### src/rtl/core/mcld_pkg.sv
package mcld_pkg;

  // Kinds of work that the front hands to the back.
  typedef enum logic [1:0] {
    KIND_IGNORE,
    KIND_CHAR,
    KIND_EOL,
    KIND_TICK
  } kind_e;

  typedef struct packed {
    kind_e      kind;
    logic [7:0] chr;
  } cmd_t;

  typedef enum logic [3:0] {
    EV_NONE     = 4'd0,
    EV_UP       = 4'd1,
    EV_DOWN     = 4'd2,
    EV_STOP     = 4'd3,
    EV_HELP     = 4'd4,
    EV_PRESENT  = 4'd5,
    EV_INVALID  = 4'd6,
    EV_OVERFLOW = 4'd7,
    EV_TIMEOUT  = 4'd8
  } event_e;

  localparam int unsigned QUEUE_DEPTH = 2;
  localparam int unsigned QCNT_W      = $clog2(QUEUE_DEPTH + 1);

  typedef struct packed {
    logic              full;
    logic              empty;
    logic [QCNT_W-1:0] count;
  } qstat_t;

  // Longest command word is "present".
  localparam int unsigned WORD_MAX = 7;
  localparam int unsigned WLEN_W   = $clog2(WORD_MAX + 1);

  typedef logic [WORD_MAX-1:0][7:0] word_t;

  localparam int unsigned CFG_IDX_W  = 2;
  localparam int unsigned CFG_DATA_W = 32;
  localparam int unsigned PULSE_W    = 12;

  localparam logic [CFG_IDX_W-1:0] CFG_IDLE_TIMEOUT  = 2'd0;
  localparam logic [CFG_IDX_W-1:0] CFG_PULSE_REVERSE = 2'd1;
  localparam logic [CFG_IDX_W-1:0] CFG_PULSE_STOP    = 2'd2;
  localparam logic [CFG_IDX_W-1:0] CFG_PULSE_FORWARD = 2'd3;

  localparam logic [CFG_DATA_W-1:0] IDLE_TIMEOUT_RST  = 32'd10000;
  localparam logic [PULSE_W-1:0]    PULSE_REVERSE_RST = 12'd1000;
  localparam logic [PULSE_W-1:0]    PULSE_STOP_RST    = 12'd1500;
  localparam logic [PULSE_W-1:0]    PULSE_FORWARD_RST = 12'd2000;

  localparam logic [7:0] CHAR_LF    = 8'h0A;
  localparam logic [7:0] CHAR_CR    = 8'h0D;
  localparam logic [7:0] CHAR_SPACE = 8'h20;
  localparam logic [7:0] CHAR_TILDE = 8'h7E;
  localparam logic [7:0] CHAR_UP_A  = 8'h41;
  localparam logic [7:0] CHAR_UP_Z  = 8'h5A;
  localparam logic [7:0] CASE_BIT   = 8'h20;

  // Matches a trimmed, lower-case word of n characters against the commands.
  function automatic event_e match_word(word_t w, logic [WLEN_W-1:0] n);
    event_e ev;
    ev = EV_INVALID;
    if ((n == 3'd1 && w[0] == "w") || (n == 3'd2 && w[0] == "u" && w[1] == "p")) begin
      ev = EV_UP;
    end else if ((n == 3'd1 && w[0] == "x") ||
                 (n == 3'd4 && w[0] == "d" && w[1] == "o" && w[2] == "w" &&
                  w[3] == "n")) begin
      ev = EV_DOWN;
    end else if ((n == 3'd1 && w[0] == "s") ||
                 (n == 3'd4 && w[0] == "s" && w[1] == "t" && w[2] == "o" &&
                  w[3] == "p")) begin
      ev = EV_STOP;
    end else if ((n == 3'd1 && w[0] == "h") ||
                 (n == 3'd4 && w[0] == "h" && w[1] == "e" && w[2] == "l" &&
                  w[3] == "p")) begin
      ev = EV_HELP;
    end else if ((n == 3'd1 && w[0] == "p") ||
                 (n == 3'd7 && w[0] == "p" && w[1] == "r" && w[2] == "e" &&
                  w[3] == "s" && w[4] == "e" && w[5] == "n" && w[6] == "t")) begin
      ev = EV_PRESENT;
    end
    return ev;
  endfunction

endpackage

### src/rtl/core/mcld_queue.sv
module mcld_queue (
  input  logic            clk_i,
  input  logic            rst_ni,
  input  logic            push_i,
  input  mcld_pkg::cmd_t  cmd_i,
  input  logic            pop_i,
  output mcld_pkg::cmd_t  cmd_o,
  output mcld_pkg::qstat_t stat_o
);
  import mcld_pkg::*;

  localparam int unsigned PTR_W = (QUEUE_DEPTH > 1) ? $clog2(QUEUE_DEPTH) : 1;
  localparam logic [PTR_W-1:0] PTR_LAST = PTR_W'(QUEUE_DEPTH - 1);

  cmd_t              entry_q [QUEUE_DEPTH];
  logic [PTR_W-1:0]  wr_ptr_q, wr_ptr_d;
  logic [PTR_W-1:0]  rd_ptr_q, rd_ptr_d;
  logic [QCNT_W-1:0] count_q, count_d;

  always_comb begin
    wr_ptr_d = wr_ptr_q;
    rd_ptr_d = rd_ptr_q;
    count_d  = count_q;
    if (push_i) begin
      wr_ptr_d = (wr_ptr_q == PTR_LAST) ? '0 : wr_ptr_q + 1'b1;
    end
    if (pop_i) begin
      rd_ptr_d = (rd_ptr_q == PTR_LAST) ? '0 : rd_ptr_q + 1'b1;
    end
    if (push_i && !pop_i) begin
      count_d = count_q + 1'b1;
    end else if (pop_i && !push_i) begin
      count_d = count_q - 1'b1;
    end
  end

  always_ff @(posedge clk_i or negedge rst_ni) begin
    if (!rst_ni) begin
      wr_ptr_q <= '0;
      rd_ptr_q <= '0;
      count_q  <= '0;
    end else begin
      wr_ptr_q <= wr_ptr_d;
      rd_ptr_q <= rd_ptr_d;
      count_q  <= count_d;
    end
  end

  always_ff @(posedge clk_i) begin
    if (push_i) begin
      entry_q[wr_ptr_q] <= cmd_i;
    end
  end

  assign cmd_o        = entry_q[rd_ptr_q];
  assign stat_o.full  = (count_q == QCNT_W'(QUEUE_DEPTH));
  assign stat_o.empty = (count_q == '0);
  assign stat_o.count = count_q;

endmodule

### src/rtl/core/mcld_front.sv
module mcld_front (
  input  logic             in_valid_i,
  output logic             in_ready_o,
  input  logic             func_i,
  input  logic [7:0]       rx_byte_i,
  input  mcld_pkg::qstat_t qstat_i,
  output logic             push_o,
  output mcld_pkg::cmd_t   cmd_o
);
  import mcld_pkg::*;

  assign in_ready_o = !qstat_i.full;
  assign push_o     = in_valid_i && !qstat_i.full;

  // Characters are folded to lower case here, so the line store only ever
  // holds what the matcher compares.
  always_comb begin
    cmd_o.chr  = rx_byte_i;
    cmd_o.kind = KIND_IGNORE;
    if (func_i) begin
      cmd_o.kind = KIND_TICK;
    end else if (rx_byte_i == CHAR_LF || rx_byte_i == CHAR_CR) begin
      cmd_o.kind = KIND_EOL;
    end else if (rx_byte_i >= CHAR_SPACE && rx_byte_i <= CHAR_TILDE) begin
      cmd_o.kind = KIND_CHAR;
      if (rx_byte_i >= CHAR_UP_A && rx_byte_i <= CHAR_UP_Z) begin
        cmd_o.chr = rx_byte_i | CASE_BIT;
      end
    end
  end

endmodule

### src/rtl/core/mcld_back.sv
module mcld_back #(
  parameter int unsigned LINE_CAPACITY = 16
) (
  input  logic                                clk_i,
  input  logic                                rst_ni,
  input  logic                                cfg_we_i,
  input  logic [mcld_pkg::CFG_IDX_W-1:0]      cfg_idx_i,
  input  logic [mcld_pkg::CFG_DATA_W-1:0]     cfg_data_i,
  input  logic                                q_valid_i,
  input  mcld_pkg::cmd_t                      q_cmd_i,
  output logic                                q_pop_o,
  output logic                                out_valid_o,
  input  logic                                out_ready_i,
  output logic [3:0]                          event_res_o,
  output logic [mcld_pkg::PULSE_W-1:0]        pulse_us_o
);
  import mcld_pkg::*;

  localparam int unsigned DEPTH = LINE_CAPACITY - 1;
  localparam int unsigned LEN_W = $clog2(LINE_CAPACITY);
  localparam int unsigned AW    = (DEPTH > 1) ? $clog2(DEPTH) : 1;
  localparam logic [LEN_W-1:0]  LEN_MAX  = LEN_W'(DEPTH);
  localparam logic [WLEN_W-1:0] WLEN_MAX = WLEN_W'(WORD_MAX);

  typedef enum logic {
    ST_IDLE,
    ST_SCAN
  } state_e;

  logic [7:0] store_q [DEPTH];
  logic [7:0] rdata_q;

  state_e                state_q, state_d;
  logic [LEN_W-1:0]      len_q, len_d;
  logic [LEN_W-1:0]      idx_q, idx_d;
  logic                  rvld_q, rvld_d;
  word_t                 word_q, word_d;
  logic [WLEN_W-1:0]     wlen_q, wlen_d;
  logic                  started_q, started_d;
  logic                  gap_q, gap_d;
  logic                  bad_q, bad_d;
  logic [CFG_DATA_W-1:0] idle_q, idle_d;
  logic [PULSE_W-1:0]    pulse_q, pulse_d;
  logic [CFG_DATA_W-1:0] timeout_q, timeout_d;
  logic [PULSE_W-1:0]    rev_q, rev_d;
  logic [PULSE_W-1:0]    stop_q, stop_d;
  logic [PULSE_W-1:0]    fwd_q, fwd_d;
  logic                  out_vld_q, out_vld_d;
  event_e                out_ev_q, out_ev_d;
  logic [PULSE_W-1:0]    out_pulse_q, out_pulse_d;

  logic                  slot_free;
  logic                  mem_we;
  logic                  fetch;
  logic                  emit;
  event_e                ev;
  logic [CFG_DATA_W-1:0] idle_inc;

  assign slot_free = !out_vld_q || out_ready_i;
  assign idle_inc  = (&idle_q) ? idle_q : idle_q + 1'b1;

  always_comb begin
    state_d     = state_q;
    len_d       = len_q;
    idx_d       = idx_q;
    rvld_d      = 1'b0;
    word_d      = word_q;
    wlen_d      = wlen_q;
    started_d   = started_q;
    gap_d       = gap_q;
    bad_d       = bad_q;
    idle_d      = idle_q;
    pulse_d     = pulse_q;
    timeout_d   = timeout_q;
    rev_d       = rev_q;
    stop_d      = stop_q;
    fwd_d       = fwd_q;
    out_vld_d   = out_vld_q && !out_ready_i;
    out_ev_d    = out_ev_q;
    out_pulse_d = out_pulse_q;
    q_pop_o     = 1'b0;
    mem_we      = 1'b0;
    fetch       = 1'b0;
    emit        = 1'b0;
    ev          = EV_NONE;

    if (cfg_we_i) begin
      case (cfg_idx_i)
        CFG_IDLE_TIMEOUT:  timeout_d = cfg_data_i;
        CFG_PULSE_REVERSE: rev_d     = cfg_data_i[PULSE_W-1:0];
        CFG_PULSE_STOP:    stop_d    = cfg_data_i[PULSE_W-1:0];
        CFG_PULSE_FORWARD: fwd_d     = cfg_data_i[PULSE_W-1:0];
        default: ;
      endcase
    end

    case (state_q)
      ST_IDLE: begin
        if (q_valid_i && slot_free) begin
          q_pop_o = 1'b1;
          case (q_cmd_i.kind)
            KIND_TICK: begin
              emit = 1'b1;
              if (idle_inc > timeout_q) begin
                pulse_d = stop_q;
                idle_d  = '0;
                ev      = EV_TIMEOUT;
              end else begin
                idle_d = idle_inc;
              end
            end
            KIND_CHAR: begin
              emit = 1'b1;
              if (len_q != LEN_MAX) begin
                mem_we = 1'b1;
                len_d  = len_q + 1'b1;
              end else begin
                len_d = '0;
                ev    = EV_OVERFLOW;
              end
            end
            KIND_EOL: begin
              if (len_q == '0) begin
                emit = 1'b1;
              end else begin
                state_d   = ST_SCAN;
                idx_d     = '0;
                wlen_d    = '0;
                started_d = 1'b0;
                gap_d     = 1'b0;
                bad_d     = 1'b0;
              end
            end
            default: emit = 1'b1;
          endcase
        end
      end
      ST_SCAN: begin
        // Reads run one character ahead of the matcher.
        if (idx_q != len_q) begin
          fetch  = 1'b1;
          rvld_d = 1'b1;
          idx_d  = idx_q + 1'b1;
        end
        if (rvld_q) begin
          if (rdata_q == CHAR_SPACE) begin
            if (started_q) begin
              gap_d = 1'b1;
            end
          end else if (gap_q || wlen_q == WLEN_MAX) begin
            // No command has an inner space or runs past seven letters.
            bad_d = 1'b1;
          end else begin
            word_d[wlen_q] = rdata_q;
            wlen_d         = wlen_q + 1'b1;
            started_d      = 1'b1;
          end
        end
        if (idx_q == len_q && !rvld_q && slot_free) begin
          emit    = 1'b1;
          ev      = bad_q ? EV_INVALID : match_word(word_q, wlen_q);
          len_d   = '0;
          state_d = ST_IDLE;
          case (ev)
            EV_UP:   pulse_d = fwd_q;
            EV_DOWN: pulse_d = rev_q;
            EV_STOP: pulse_d = stop_q;
            default: ;
          endcase
          if (ev != EV_INVALID) begin
            idle_d = '0;
          end
        end
      end
      default: state_d = ST_IDLE;
    endcase

    if (emit) begin
      out_vld_d   = 1'b1;
      out_ev_d    = ev;
      out_pulse_d = pulse_d;
    end
  end

  always_ff @(posedge clk_i or negedge rst_ni) begin
    if (!rst_ni) begin
      state_q     <= ST_IDLE;
      len_q       <= '0;
      idx_q       <= '0;
      rvld_q      <= 1'b0;
      word_q      <= '0;
      wlen_q      <= '0;
      started_q   <= 1'b0;
      gap_q       <= 1'b0;
      bad_q       <= 1'b0;
      idle_q      <= '0;
      pulse_q     <= PULSE_STOP_RST;
      timeout_q   <= IDLE_TIMEOUT_RST;
      rev_q       <= PULSE_REVERSE_RST;
      stop_q      <= PULSE_STOP_RST;
      fwd_q       <= PULSE_FORWARD_RST;
      out_vld_q   <= 1'b0;
      out_ev_q    <= EV_NONE;
      out_pulse_q <= '0;
    end else begin
      state_q     <= state_d;
      len_q       <= len_d;
      idx_q       <= idx_d;
      rvld_q      <= rvld_d;
      word_q      <= word_d;
      wlen_q      <= wlen_d;
      started_q   <= started_d;
      gap_q       <= gap_d;
      bad_q       <= bad_d;
      idle_q      <= idle_d;
      pulse_q     <= pulse_d;
      timeout_q   <= timeout_d;
      rev_q       <= rev_d;
      stop_q      <= stop_d;
      fwd_q       <= fwd_d;
      out_vld_q   <= out_vld_d;
      out_ev_q    <= out_ev_d;
      out_pulse_q <= out_pulse_d;
    end
  end

  always_ff @(posedge clk_i) begin
    if (mem_we) begin
      store_q[len_q[AW-1:0]] <= q_cmd_i.chr;
    end
  end

  always_ff @(posedge clk_i) begin
    if (fetch) begin
      rdata_q <= store_q[idx_q[AW-1:0]];
    end
  end

  assign out_valid_o = out_vld_q;
  assign event_res_o = out_ev_q;
  assign pulse_us_o  = out_pulse_q;

endmodule

### src/rtl/core/motor_command_line_decoder.sv
// Decodes motor commands typed on a serial line and keeps the motor pulse
// width. Every transaction in (a received byte or a millisecond tick) gives
// exactly one transaction out with an event code and the pulse width after
// it. The front classifies and lower-cases each byte and accepts one
// transaction per cycle while its two-entry queue has room. The back takes
// ticks, ignored bytes and printable bytes straight from the queue head; a
// line end on a non-empty line starts a scan of the line store, which has
// one read port, and the matcher walks it one character per cycle. A finished
// result waits in the output register while the queue keeps filling. No
// clearing pass follows reset.
module motor_command_line_decoder #(
  parameter int unsigned LINE_CAPACITY = 16
) (
  input  logic        clk_i,
  input  logic        rst_ni,
  input  logic        in_valid_i,
  output logic        in_ready_o,
  input  logic        func_i,
  input  logic [7:0]  rx_byte_i,
  output logic        out_valid_o,
  input  logic        out_ready_i,
  output logic [3:0]  event_res_o,
  output logic [11:0] pulse_us_o,
  input  logic        cfg_we_i,
  input  logic [1:0]  cfg_idx_i,
  input  logic [31:0] cfg_data_i
);
  import mcld_pkg::*;

  cmd_t   push_cmd;
  cmd_t   head_cmd;
  qstat_t q_stat;
  logic   push;
  logic   pop;

  mcld_front u_front (
    .in_valid_i (in_valid_i),
    .in_ready_o (in_ready_o),
    .func_i     (func_i),
    .rx_byte_i  (rx_byte_i),
    .qstat_i    (q_stat),
    .push_o     (push),
    .cmd_o      (push_cmd)
  );

  mcld_queue u_queue (
    .clk_i  (clk_i),
    .rst_ni (rst_ni),
    .push_i (push),
    .cmd_i  (push_cmd),
    .pop_i  (pop),
    .cmd_o  (head_cmd),
    .stat_o (q_stat)
  );

  mcld_back #(
    .LINE_CAPACITY (LINE_CAPACITY)
  ) u_back (
    .clk_i       (clk_i),
    .rst_ni      (rst_ni),
    .cfg_we_i    (cfg_we_i),
    .cfg_idx_i   (cfg_idx_i),
    .cfg_data_i  (cfg_data_i),
    .q_valid_i   (!q_stat.empty),
    .q_cmd_i     (head_cmd),
    .q_pop_o     (pop),
    .out_valid_o (out_valid_o),
    .out_ready_i (out_ready_i),
    .event_res_o (event_res_o),
    .pulse_us_o  (pulse_us_o)
  );

  a_queue_bound: assert property (@(posedge clk_i) disable iff (!rst_ni)
    q_stat.count <= QCNT_W'(QUEUE_DEPTH))
    else $error("queue count beyond its depth");

  a_pop_nonempty: assert property (@(posedge clk_i) disable iff (!rst_ni)
    pop |-> !q_stat.empty)
    else $error("back took a transaction from an empty queue");

  a_out_drop: assert property (@(posedge clk_i) disable iff (!rst_ni)
    $fell(out_valid_o) |-> $past(out_ready_i))
    else $error("result dropped before it was taken");

endmodule

### config.mk
export PLATFORM = sky130hd
export DESIGN_NAME = motor_command_line_decoder
export DESIGN_NICKNAME = d
export VERILOG_FILES = /design/src/rtl/core/mcld_pkg.sv /design/src/rtl/core/mcld_queue.sv /design/src/rtl/core/mcld_front.sv /design/src/rtl/core/mcld_back.sv /design/src/rtl/core/motor_command_line_decoder.sv
export SDC_FILE = /design/constraint.sdc
export NUM_CORES = 1
export LEC_CHECK = 0
export ABC_CLOCK_PERIOD_IN_PS = 5100
export BUFFER_PORTS_ARGS = -buffer_cell sky130_fd_sc_hd__buf_2
export CAP_MARGIN = 10
export CORE_MARGIN = 4
export CORE_UTILIZATION = 40
export DETAILED_ROUTE_END_ITERATION = 8
export GPL_TIMING_DRIVEN = 0
export PLACE_DENSITY = 0.62
export RECOVER_POWER = 50
export SYNTH_ARGS = -nofsm -noshare
export SYNTH_HDL_FRONTEND = slang
export SYNTH_HIERARCHICAL = 1
export SYNTH_SLANG_ARGS = --single-unit
### constraint.sdc
create_clock -name clk_i -period 5.1 [get_ports clk_i]
set_input_delay 0.51 -clock clk_i [delete_from_list [all_inputs] [get_ports clk_i]]
set_output_delay 0.51 -clock clk_i [all_outputs]
set_load 0.005 [all_outputs]
Yosys cells after proc, flatten, opt, wreduce, memory -nomap -nowiden
Memory sizes are Yosys's and may differ from the RTL's. A register that Yosys moved wholly into a read port is not among the register bits.
Cells that the tools add are included.
{"block": "classes", "div": 0, "order_cmp": 7, "n_mux": 95, "n_mul": 0, "add_sub_neg": 8, "reduce_logical": 67, "n_bitwise": 3, "n_shift": 0, "n_eq_ne": 57}
{"op": "2-to-1 mux 32 bit", "count": 6}
{"op": "== test 8 x 7 -> 1 bit (second input constant)", "count": 22}
{"op": "2-to-1 mux 4 bit", "count": 18}
{"op": "one-hot mux 32 bit (2 select lines)", "count": 1}
{"op": "bitwise mux 56 bit", "count": 1}
{"op": "2-to-1 mux 12 bit", "count": 4}
{"op": "logical AND 1 bit", "count": 36}
{"op": "one-hot mux 12 bit (3 select lines)", "count": 1}
{"op": "2-to-1 mux 1 bit", "count": 35}
{"op": "adder 32 x 1 -> 32 bit (second input constant)", "count": 1}
{"op": "greater-than comparator 32 bit", "count": 1}
{"op": "one-hot mux 4 bit (2 select lines)", "count": 4}
{"op": "AND reduction 32 bit", "count": 1}
{"op": "inequality test 2 bit (second input constant)", "count": 13}
{"op": "demux 8 bit (select 3 bit)", "count": 1}
{"op": "2-to-1 mux 8 bit", "count": 3}
{"op": "one-hot mux 12 bit (2 select lines)", "count": 1}
{"op": "2-to-1 mux 3 bit", "count": 7}
{"op": "AND reduction 6 bit", "count": 3}
{"op": "== test 8 x 4 -> 1 bit (second input constant)", "count": 2}
{"op": "less-or-equal comparator 8 x 7 -> 1 bit (second input constant)", "count": 2}
{"op": "AND reduction 4 bit", "count": 3}
{"op": "== test 2 bit (second input constant)", "count": 5}
{"op": "2-to-1 mux 2 bit", "count": 5}
{"op": "33 further kinds", "count": 61}
{"block": "totals", "reg_bits": 205, "latchBits": 0, "mem_count": 2, "in_bits": 48, "ramBits": 140, "romBits": 0}
{"memory": "u_back.store_q", "depth": 15, "width": 8, "rd": 1, "rd_clocked_by_memory_dff": 1, "wr": 1, "line": "mcld_back.sv:30", "rtl": "logic [7:0] store_q [DEPTH];"}
{"memory": "u_queue.entry_q", "depth": 2, "width": 10, "rd": 1, "rd_clocked_by_memory_dff": 0, "wr": 1, "line": "mcld_queue.sv:15", "rtl": "cmd_t entry_q [QUEUE_DEPTH];"}

Depth between registers and ports, before layout
{"block": "logic_depth", "word_depth": 21, "depth_mapped": 18, "ltp_nobuf": 17}

Modules after synthesis
The synthesis kept the hierarchy.
{"mod": "mcld_back", "cells_each": 1278, "area_each_um2": 15458.6, "instances": 1}
{"mod": "mcld_queue", "cells_each": 47, "area_each_um2": 913.4, "instances": 1}
{"mod": "mcld_front", "cells_each": 28, "area_each_um2": 177.7, "instances": 1}
{"mod": "motor_command_line_decoder", "cells_each": 1, "area_each_um2": 3.8, "instances": 1}

Worst setup path after synthesis
No wires, ideal clock.
{"block": "synth_timing", "kind": "reg2reg", "startpoint": "register u_back.idle_q[16]", "endpoint": "register u_back.idle_q[24]", "path_stages_with_launch": 17, "t_required_ns": 5.004, "slack_ns": 0.836, "t_arrival_ns": 4.168, "cell_sequence": "dfrtp_1 -> clkbuf_1 -> nand4_1 -> nor4_1 -> a21oi_1 -> nand2_1 -> nor2_1 -> xnor2_1 -> ha_1 -> nand4_1 -> nor4_1 -> nand2_1 -> a221o_1 -> or2_2 -> clkbuf_1 -> clkbuf_1 -> o31ai_1"}
{"block": "synth_via", "elab_chain_cells": 7, "word_cells_on_any_way": 8}
{"item": "start, declared", "line": "mcld_back.sv:42", "rtl": "logic [CFG_DATA_W-1:0] idle_q, idle_d;"}
{"item": "start signal, assigned", "line": "mcld_back.sv:215", "rtl": "idle_q <= idle_d;"}
{"item": "adder 32 x 1 -> 32 bit / AND reduction 32 bit (equally long branches)", "line": "mcld_back.sv:60", "rtl": "assign idle_inc = (&idle_q) ? idle_q : idle_q + 1'b1;"}
{"item": "2-to-1 mux 32 bit (*)", "line": "mcld_back.sv:60"}
{"item": "greater-than comparator 32 bit", "line": "mcld_back.sv:104", "rtl": "if (idle_inc > timeout_q) begin"}
{"item": "2-to-1 mux 32 bit (*)", "line": "mcld_back.sv:104"}
{"item": "2-to-1 mux 32 bit (*)", "line": "mcld_back.sv:101", "rtl": "case (q_cmd_i.kind)"}
{"item": "2-to-1 mux 32 bit (*)", "line": "mcld_back.sv:99", "rtl": "if (q_valid_i && slot_free) begin"}
{"item": "one-hot mux 32 bit (2 select lines) (*)", "line": "mcld_back.sv:97", "rtl": "case (state_q)"}
Mark *: on every way between the ends. The rest lies on a longest branch, timed or not. The select of a mux whose other input is x is not followed.
A chain may end at the register's enable or synchronous reset.

Worst setup path in the final report
{"block": "layout_timing", "startpoint": "register u_back.idle_q[3]", "endpoint": "register u_back.idle_q[29]"}
The elaborated chain is that of the path after synthesis.

==> reports/qor.txt <==
status: finished, violations left
failing checks: max-capacitance violations, max-slew violations
# DRC: 0
Cells after DPL: 1953
DR WL/cell: 18.6 um
Yosys warning total: 6
Crit path max-delay family: simple AND/OR/NAND/NOR gates
Hold Fails Final Rpt: 0
CP required: 5540 ps
Worst-path clk slew: 60 ps
n_diodes: 0
Leak: 0.00757 uW
Die Y: 211 um
Arr. time, crit path: 5250 ps
Num CTS Buffers: 39
Placer Congestion: 0.897
top cells by area, synth: edfxtp_1 (27%), dfrtp_1 (26%), mux2_2 (7.1%)
Synth area leader: edfxtp_1
CP Cell Sequence: and4_1 > nand4_1 > buf_4 > or3_1 > nor2_4 > nand2_1 > nor2_1 > xor2_1 > ha_1 > nand4_1 > nor2_1 > o221ai_1 > nand4_1 > a221o_2 > or2_2 > clkbuf_1 > buf_2 > o31ai_1
non-filler instance count after layout: 2034
FILL cells: 3644
Post-synth EDFFs: 148
Die Area: 44700 um2
Slew @ Worst Pin: 3140 ps
crit path capture type: register
Netlist cell types: 77
most used cell, CP: nand4_1
1st-pass router iterations: 5
initial drt markers: 818
Crit-path slowest cell: a221o_2
first-pass GRT wire length: 61.2 mm
WP buf/inv: 3
Net count, final: 1563
part of the cycle the worst path needs: 94.5%
CTS sink cnt: 353
DRT antenna net count: 0
Crit Path Max Fanout: 10
total grt overflow: 0
synth cell count leaders: dfrtp_1 (174), edfxtp_1 (148), nand2_1 (134), mux2_2 (104), o21ai_0 (67)
Clock Latency Late Sink: 540 ps
num rows: 74
CTS tree: done
CTS Buffer Depth: 3
Mapped Nets: 1446
Hold WC Path Type: in2reg
Core Area: 40800 um2
share of the synthesized area in the top cell type: 26.8%
Max-slew headroom: -109%
Critical Path Source Type: register
max-slew violations: 59
Mapped Area: 16600 um2
fraction of layout instances using a drive strength above 1: 20.8%
H-tree Lvls: 2
maximum VDD drop: 0.256 mV
RSZ-0062 raised after global routing: false
ys flop type: dfrtp_1
Starting Density: 40.5%
Final HPWL DP: 26.3 mm
synth-to-layout area growth: 14.8%
IO Port Bufs: 65
largest net degree at the start of global routing: 82
CTS root buf: clkbuf_16
total number of vias: 11128
Achievable Freq: 208 MHz
post-synthesis sequential area ratio: 58.1%
overall power: 9860 uW
maxcap violations: 1
GRT Overall Usage: 16.9%
fin crit period: 4820 ps
WL final: 37.8 mm
crit path kind: reg2reg
Final Setup Violations: 0
most frequent cell after synthesis: dfrtp_1
cells after synthesis: 1354
vias in the first global route: 11085
Top Ports: 66
fraction of registers with async set/reset: 58.1%
antenna violations before repair: 0
Clock Skew: 18.1 ps
Die Span X: 211 um
synthesized area per cell: 12.2 um2
#FFs+latches synth: 353
max incr delay on CP: 520 ps
DR vias/cell: 5.47
pwr dens: 519 nW/um2
-- registers in the layout, summed over array words and instances, names as in the netlist, 12 cells and up --
signal	cells
u_back/store_q	120
u_back/word_q	56
u_back/idle_q	32
u_back/timeout_q	32
u_queue/entry_q	20
u_back/fwd_q	12
u_back/pulse_q	12
u_back/pulse_us_o	12
u_back/rev_q	12
u_back/stop_q	12
-- tightest hold or removal path: cells and delay by family --
family | cells | cell delay, ps
AO/OA/AOI/OAI | 1 | 60
buffers and inverters | 1 | 80
AND/OR/NAND/NOR | 1 | 30
-- metal layers --
metal  routed length, um  GRT usage (%)  vias to the layer above
met3                1510           2.30                       56
li1                    -              -                     5271
met4                 786           4.38                        0
met1               18000           25.0                     5548
met5                   0              0                        -
met2               17400           26.6                      253
-- through the flow --
stage / hold slack, ps / instance area (um2) / TNS, ps / setup slack, ps / util, %
after floorplan: 214 / 16600 / 0 / 836 / -
after global placement: 460 / 17500 / -26240 / -867 / 43.0
after detailed placement: 463 / 17600 / -26440 / -864 / 43.1
after CTS: 157 / 19000 / 0 / 43.6 / 46.5
after global routing: 187 / 19000 / 0 / 9.93 / 46.5
final: 180 / 19000 / 0 / 283 / 46.5
-- path summary, 6_finish.rpt --
path                                                   start                           endpoint  slack [ps]  cells past startpoint
setup / recovery                u_back/idle_q[3]$_DFFE_PN0P_      u_back/idle_q[29]$_DFFE_PN0P_         280                     18
hold / removal                                cfg_data_i[30]   u_back/timeout_q[30]$_DFFE_PN0P_         180                      3
setup reg to reg                u_back/idle_q[3]$_DFFE_PN0P_      u_back/idle_q[29]$_DFFE_PN0P_         280                     18
hold reg to reg            u_back/event_res_o[3]$_DFFE_PN0P_  u_back/event_res_o[3]$_DFFE_PN0P_         470                      1
max in group asynchronous                             rst_ni        u_back/len_q[3]$_DFFE_PN0P_         940                      3
min in group asynchronous                             rst_ni   u_back/pulse_us_o[6]$_DFFE_PN0P_        1550                      2
-- cells by family (layout without fill, tap and decap cells) --
| kind of cell | count (synthesis) | in the layout | share of synthesized area [%] |
|---|---|---|---|
| buffers and inverters | 119 | 267 | 3.15 |
| AO/OA/AOI/OAI | 274 | 274 | 11.0 |
| AND/OR/NAND/NOR | 386 | 386 | 12.0 |
| multiplexers | 137 | 137 | 10.3 |
| adder cells (fa/ha/maj) | 44 | 44 | 3.33 |
| XOR/XNOR | 41 | 41 | 2.17 |
| flip-flops | 353 | 353 | 58.1 |
-- report_power, final --
part | internal [uW] | total (uW) | switching, uW
logic | 1160 | 2750 | 1590
clock network | 1740 | 2850 | 1110
registers | 3780 | 4260 | 477
total | 6680 | 9860 | 3180
-- cells in the final DEF, fill, tap and decap left out, types with 11 or more instances in the layout --
master     instances
xnor2_1           27
buf_2             64
a21oi_1           48
xor2_1            14
nor2b_1           19
a2bb2oi_1         11
nand2_1          134
inv_1             54
a22oi_1           21
nand2b_1          13
mux4_2            16
o21ai_1           19
o22a_1            11
nor3_1            28
edfxtp_1         148
dfstp_2           31
clkbuf_1          56
mux2i_1           17
nand4_1           25
nor2_1            52
o21ai_0           67
a211oi_1          11
nor4_1            14
nand3_1           26
a21boi_0          12
and3_1            14
mux2_2            96
ha_1              44
o31ai_1           14
dfrtp_1          174
a211o_1           14
clkbuf_16         39
-- repair_timing --
action	4_1_cts	5_1_grt
setup endpoints to repair	57	56
setup buffers	0	5
pin swaps	0	5
gates resized for setup	9	11
hold endpoints to repair	42	0
hold buffers	1	0
-- layout make-up --
class	instances	area (um2)	area share (%)
sequential	353	9610	50.6
tap	532	666	3.50
inverter	55	208	1.09
clock buffer	53	1080	5.68
multi-input combinational	882	6490	34.1
clock inverter	19	225	1.19
buffer	64	312	1.64
timing repair buffer	76	410	2.16
Power figures use the tool's default switching activity.
